### src/design/binned_pair_crossproduct_histogram_assert.svh
// assertion macros for the binned pair cross-product histogram
// used by design/binned_pair_crossproduct_histogram.sv, expects aclk and aresetn in scope
`ifndef BINNED_PAIR_CROSSPRODUCT_HISTOGRAM_ASSERT_SVH
`define BINNED_PAIR_CROSSPRODUCT_HISTOGRAM_ASSERT_SVH
`ifndef ASSERT_OFF
`define BPCH_ASSERT(lbl, prop, msg) \
    lbl: assert property (@(posedge aclk) disable iff (!aresetn) prop) else $error(msg);
`define BPCH_ASSERT_ALWAYS(lbl, prop, msg) \
    lbl: assert property (@(posedge aclk) prop) else $error(msg);
`else
`define BPCH_ASSERT(lbl, prop, msg)
`define BPCH_ASSERT_ALWAYS(lbl, prop, msg)
`endif
`endif

### src/design/bpch_pkg.sv
// shared types and constants of the binned pair cross-product histogram
// no dependencies
package bpch_pkg;

    localparam int MAX_INDIVIDUALS = 4096;
    localparam int NUM_BINS        = 247;
    localparam int IDX_W           = 12;
    localparam int N_W             = 13;
    localparam int BIN_W           = 8;
    localparam int CNT_W           = 23;
    localparam int GSUM_W          = 48;
    localparam int CSUM_W          = 56;
    localparam int DIV_W           = 56;

    localparam logic [BIN_W-1:0] NO_BIN   = 8'd247;
    localparam logic [BIN_W-1:0] LAST_BIN = 8'd246;

    localparam logic signed [17:0] EDGE_MIN = -18'sd30000;
    localparam logic signed [17:0] EDGE_S1  = -18'sd2000;
    localparam logic signed [17:0] EDGE_S2  = 18'sd2000;
    localparam logic signed [17:0] EDGE_MAX = 18'sd105000;

    localparam logic [15:0] RECIP_100 = 16'd41944;
    localparam logic [18:0] RECIP_500 = 19'd268436;

    typedef enum logic [1:0] {
        FN_LOAD = 2'd0,
        FN_GRM  = 2'd1,
        FN_READ = 2'd2,
        FN_BAD  = 2'd3
    } func_t;

    typedef enum logic [2:0] {
        ST_OK       = 3'd0,
        ST_SKIPPED  = 3'd1,
        ST_RANGE    = 3'd2,
        ST_PAST_END = 3'd3,
        ST_BAD_IDX  = 3'd4
    } status_t;

    typedef enum logic [3:0] {
        S_CLEAR,
        S_IDLE,
        S_EXEC,
        S_RD_I,
        S_RD_J,
        S_ACC,
        S_RD_BIN,
        S_DIV_G,
        S_DIV_C,
        S_OUT
    } state_t;

    typedef struct packed {
        logic [CNT_W-1:0]         cnt;
        logic signed [GSUM_W-1:0] gsum;
        logic signed [CSUM_W-1:0] csum;
    } bin_entry_t;

endpackage

### src/design/bpch_div.sv
// iterative unsigned divider, one quotient bit per cycle
// depends on bpch_pkg
module bpch_div (
    input  logic                            aclk,
    input  logic                            aresetn,
    input  logic                            start,
    input  logic [bpch_pkg::DIV_W-1:0]      dividend,
    input  logic [bpch_pkg::CNT_W-1:0]      divisor,
    output logic                            done,
    output logic [bpch_pkg::DIV_W-1:0]      quotient
);

    logic [bpch_pkg::CNT_W-1:0] rem_reg, rem_next;
    logic [bpch_pkg::DIV_W-1:0] quo_reg, quo_next;
    logic [bpch_pkg::CNT_W-1:0] dsr_reg;
    logic [5:0]                 cnt_reg, cnt_next;
    logic                       busy_reg, busy_next;
    logic                       done_reg, done_next;
    logic [bpch_pkg::CNT_W:0]   trial;
    logic                       fits;

    always_comb begin
        trial    = {rem_reg, quo_reg[bpch_pkg::DIV_W-1]};
        fits     = trial >= {1'b0, dsr_reg};
        rem_next = rem_reg;
        quo_next = quo_reg;
        cnt_next = cnt_reg;
        busy_next = busy_reg;
        done_next = 1'b0;
        if (start) begin
            rem_next  = '0;
            quo_next  = dividend;
            cnt_next  = '0;
            busy_next = 1'b1;
        end else if (busy_reg) begin
            rem_next = fits ? bpch_pkg::CNT_W'(trial - {1'b0, dsr_reg})
                            : trial[bpch_pkg::CNT_W-1:0];
            quo_next = {quo_reg[bpch_pkg::DIV_W-2:0], fits};
            cnt_next = cnt_reg + 6'd1;
            if (cnt_reg == 6'(bpch_pkg::DIV_W - 1)) begin
                busy_next = 1'b0;
                done_next = 1'b1;
            end
        end
    end

    always_ff @(posedge aclk) begin
        if (!aresetn) begin
            busy_reg <= 1'b0;
            done_reg <= 1'b0;
            cnt_reg  <= '0;
        end else begin
            busy_reg <= busy_next;
            done_reg <= done_next;
            cnt_reg  <= cnt_next;
        end
        rem_reg <= rem_next;
        quo_reg <= quo_next;
        if (start) begin
            dsr_reg <= divisor;
        end
    end

    assign done     = done_reg;
    assign quotient = quo_reg;

endmodule

### config.mk
export PLATFORM = sky130hd
export DESIGN_NAME = bpch_div
export DESIGN_NICKNAME = d
export VERILOG_FILES = /design/src/design/binned_pair_crossproduct_histogram_assert.svh /design/src/design/bpch_pkg.sv /design/src/design/bpch_div.sv
export SDC_FILE = /design/constraint.sdc
export NUM_CORES = 1
export LEC_CHECK = 0
export BUFFER_PORTS_ARGS = -buffer_cell sky130_fd_sc_hd__buf_2
export CORE_MARGIN = 5
export CORE_UTILIZATION = 45
export CTS_BUF_LIST = sky130_fd_sc_hd__clkbuf_16
export CTS_CLUSTER_DIAMETER = 60
export DETAILED_ROUTE_END_ITERATION = 10
export PLACE_DENSITY = 0.69
export SYNTH_ARGS = -nofsm -noshare
export SYNTH_HDL_FRONTEND = slang
export SYNTH_SLANG_ARGS = --single-unit
### constraint.sdc
create_clock -name aclk -period 3.1 [get_ports aclk]
set_input_delay 0 -clock aclk [delete_from_list [all_inputs] [get_ports aclk]]
set_output_delay 0 -clock aclk [all_outputs]
set_load 0.01 [all_outputs]
==> flow_metrics.env <==
export IMPL_status="complete, no violations"
export IMPL_port_buffers=138
export IMPL_critPathKind="reg2reg"
export IMPL_fin_nets=808
export IMPL_synth_top_area_share=0.4164
export IMPL_grt_overflow_total=0
export IMPL_syn_nets=593
export IMPL_crit_top_cell="a211oi_2"
export IMPL_setup_viol=0
export IMPL_worst_path_max_delay_cell="fa_1"
export IMPL_holdBufCountCts=80
export IMPL_synth_warnings=0
export IMPL_ir_drop_mv=0.4341
export IMPL_dp_cells=782
export IMPL_antenna_found_initial=0
export IMPL_async_reset_ff_frac=0
export IMPL_ant_nets=0
export IMPL_largest_register_ffs=56
export IMPL_cp_start_kind="flip-flop"
export IMPL_ctsResizeCount=0
export IMPL_powerDensity_mw_per_mm2=498.7
export IMPL_min_period_ps=2764
export IMPL_grt_first_pass_wirelength_mm=23.24
export IMPL_hp_class="in2reg"
export IMPL_cts_tree="yes"
export IMPL_syn_avg_cell_area_um2=11.72
export IMPL_synth_area_leaders="edfxtp_1 42%, dfxtp_1 11%, mux2_2 11%"
export IMPL_core_area_mm2=0.01252
export IMPL_arrival_ps=3040
export IMPL_vias_per_cell=5.158
export IMPL_fmax_mhz=361.8
export IMPL_dieHeight_um=122.5
export IMPL_max_slew_worst_pin_slew_ps=434.1
export IMPL_ys_flop_type="edfxtp_1"
export IMPL_rsz0062_at_grt="false"
export IMPL_root_buffer="clkbuf_16"
export IMPL_synth_seq_cells=110
export IMPL_dieWidth_um=122.5
export IMPL_cts_setup_buffers=0
export IMPL_cts_max_level=3
export IMPL_cellLeakagePower_nw=3.234
export IMPL_via_count=4529
export IMPL_synth_edf_count=79
export IMPL_grt_pass1_vias=4774
export IMPL_min_period_over_period=0.8915
export IMPL_drt_iter0_markers=235
export IMPL_mostFrequentLayoutCell="buf_2"
export IMPL_hold_viol=0
export IMPL_synth_distinct_cells=56
export IMPL_clock_sinks=110
export IMPL_worstPathRequired_ps=3370
export IMPL_pre_cts_ws_ps=352.7
export IMPL_syn_area_mm2=0.005697
export IMPL_cp_end_kind="flip-flop"
export IMPL_path_delay_family="compound AO/OA/AOI/OAI gates"
export IMPL_n_antenna_cell=0
export IMPL_drv_cap=0
export IMPL_crit_buf_inv=2
export IMPL_areaGrowthSynthToFinish_pct=35.08
export IMPL_detail_route_wl_per_cell_um=16.26
export IMPL_layout_common_cells="137 x buf_2, 80 x dlygate4sd3_1, 79 x edfxtp_1"
export IMPL_rows=41
export IMPL_drc_errors=0
export IMPL_synth_top_cell_by_area="edfxtp_1"
export IMPL_max_slew_margin=0.7106
export IMPL_hpwl_mm=9.315
export IMPL_instances_no_fill=878
export IMPL_synthCells=486
export IMPL_fin_skew_ps=10.79
export IMPL_initial_core_util=0.4551
export IMPL_track_usage=0.1980
export IMPL_drive_above_1_share=0.3314
export IMPL_timing_hold_ws_ps=102.4
export IMPL_clock_latency_ps=360
export IMPL_wl_mm=14.28
export IMPL_path_cells="inv_1 -> ha_1 -> fa_1 -> nand2b_1 -> a211oi_2 -> nor3_4 -> o31ai_2 -> a311oi_4 -> buf_12 -> or3_1 -> a211oi_2"
export IMPL_ctsLongestPathBuffers=2
export IMPL_crit_path_max_fanout=22
export IMPL_firstDrtPassIters=4
export IMPL_fin_tns_setup_ps=0
export IMPL_io_pins=139
export IMPL_gp_congestion=0.8867
export IMPL_slew_viol_final=0
export IMPL_grt_max_degree=57
export IMPL_dieArea_mm2=0.01501
export IMPL_p_total_mw=3.837
export IMPL_numCtsBuffers=9
export IMPL_yosysSeqAreaShare=0.5254
export IMPL_clk_pin_slew_ps=70
export IMPL_slowest_delay_ps=400
export IMPL_layout_setup_ws_ps=336.4
[worst reg2reg max path, delay by kind of cell (launching register included)]
| kind | cells | cell delay (ps) |
|---|---|---|
| compound gates | 4 | 760 |
| simple gates | 3 | 700 |
| flops | 1 | 370 |
| buf+inv | 2 | 240 |
| fa+ha+maj | 2 | 620 |
[stage by stage]
| stage | area (um2) | utilization |
|---|---|---|
| global placement | 6588 | 0.5263 |
| detailed placement | 6588 | 0.5263 |
| floorplan | 5697 | - |
| global route | 7695 | 0.6148 |
| finish | 7695 | 0.6148 |
| CTS | 7695 | 0.6148 |
[where the power goes]
group / switching, mW / internal (mW) / leakage (nW) / total (mW)
Combinational: 0.429 / 0.411 / 2.04 / 0.840
Sequential: 0.0758 / 1.73 / 1.04 / 1.80
Clock: 0.554 / 0.638 / 0.154 / 1.19
[Yosys cell counts, drive strengths merged, types with 2 or more instances]
| cell | instances |
|---|---|
| ha | 24 |
| o21ai | 23 |
| xor2 | 9 |
| nand2 | 22 |
| buf | 7 |
| a21oi | 34 |
| xnor2 | 12 |
| nand2b | 7 |
| edfxtp | 79 |
| a211oi | 20 |
| clkbuf | 14 |
| and2 | 2 |
| a32oi | 3 |
| o221ai | 2 |
| dfxtp | 31 |
| nor3 | 5 |
| nand3 | 2 |
| nor2 | 45 |
| inv | 31 |
| or3 | 3 |
| nand4 | 6 |
| mux2 | 55 |
| a21o | 9 |
| and3 | 4 |
| mux2i | 7 |
| o211ai | 2 |
| nor2b | 5 |
| nand4b | 3 |
| a311oi | 2 |
| o21bai | 3 |
[final timing paths]
path,from,endpoint,slack (ps),cells after the start
min reg2reg,cnt_reg[5],cnt_reg[5],510,2
max reg2reg,quotient[55],rem_reg[13],340,11
min,start,rem_reg[22],100,2
max,quotient[55],rem_reg[13],340,11
[layer usage]
layer  vias to the layer above  wire [um]  track usage
li1                       2211          -            -
met1                      2147       6072       0.2356
met2                       153       6839       0.3329
met3                        18       1148      0.07696
met4                         0        215      0.05878
met5                         -          0            0
[cell families after synthesis]
| family | after synthesis | share of synthesized area |
|---|---|---|
| adders and majority gates | 25 | 0.05623 |
| DFF | 110 | 0.5254 |
| and+or+nand+nor | 108 | 0.09335 |
| xor gates and xnor gates | 21 | 0.03229 |
| muxes | 62 | 0.1210 |
| buffers and inverters | 52 | 0.03931 |
| AOI/OAI and AO/OA | 108 | 0.1324 |
[layout make-up]
cell class | count | area (um2)
clock buffer | 9 | 225.2
fill | 1011 | 4822
timing repair buffer | 225 | 1584
sequential | 110 | 2993
multi-input combinational | 324 | 2480
clock inverter | 7 | 81.33
inverter | 31 | 116.4
tap | 172 | 215.2
No activity file was read; power rests on OpenSTA's default activity.
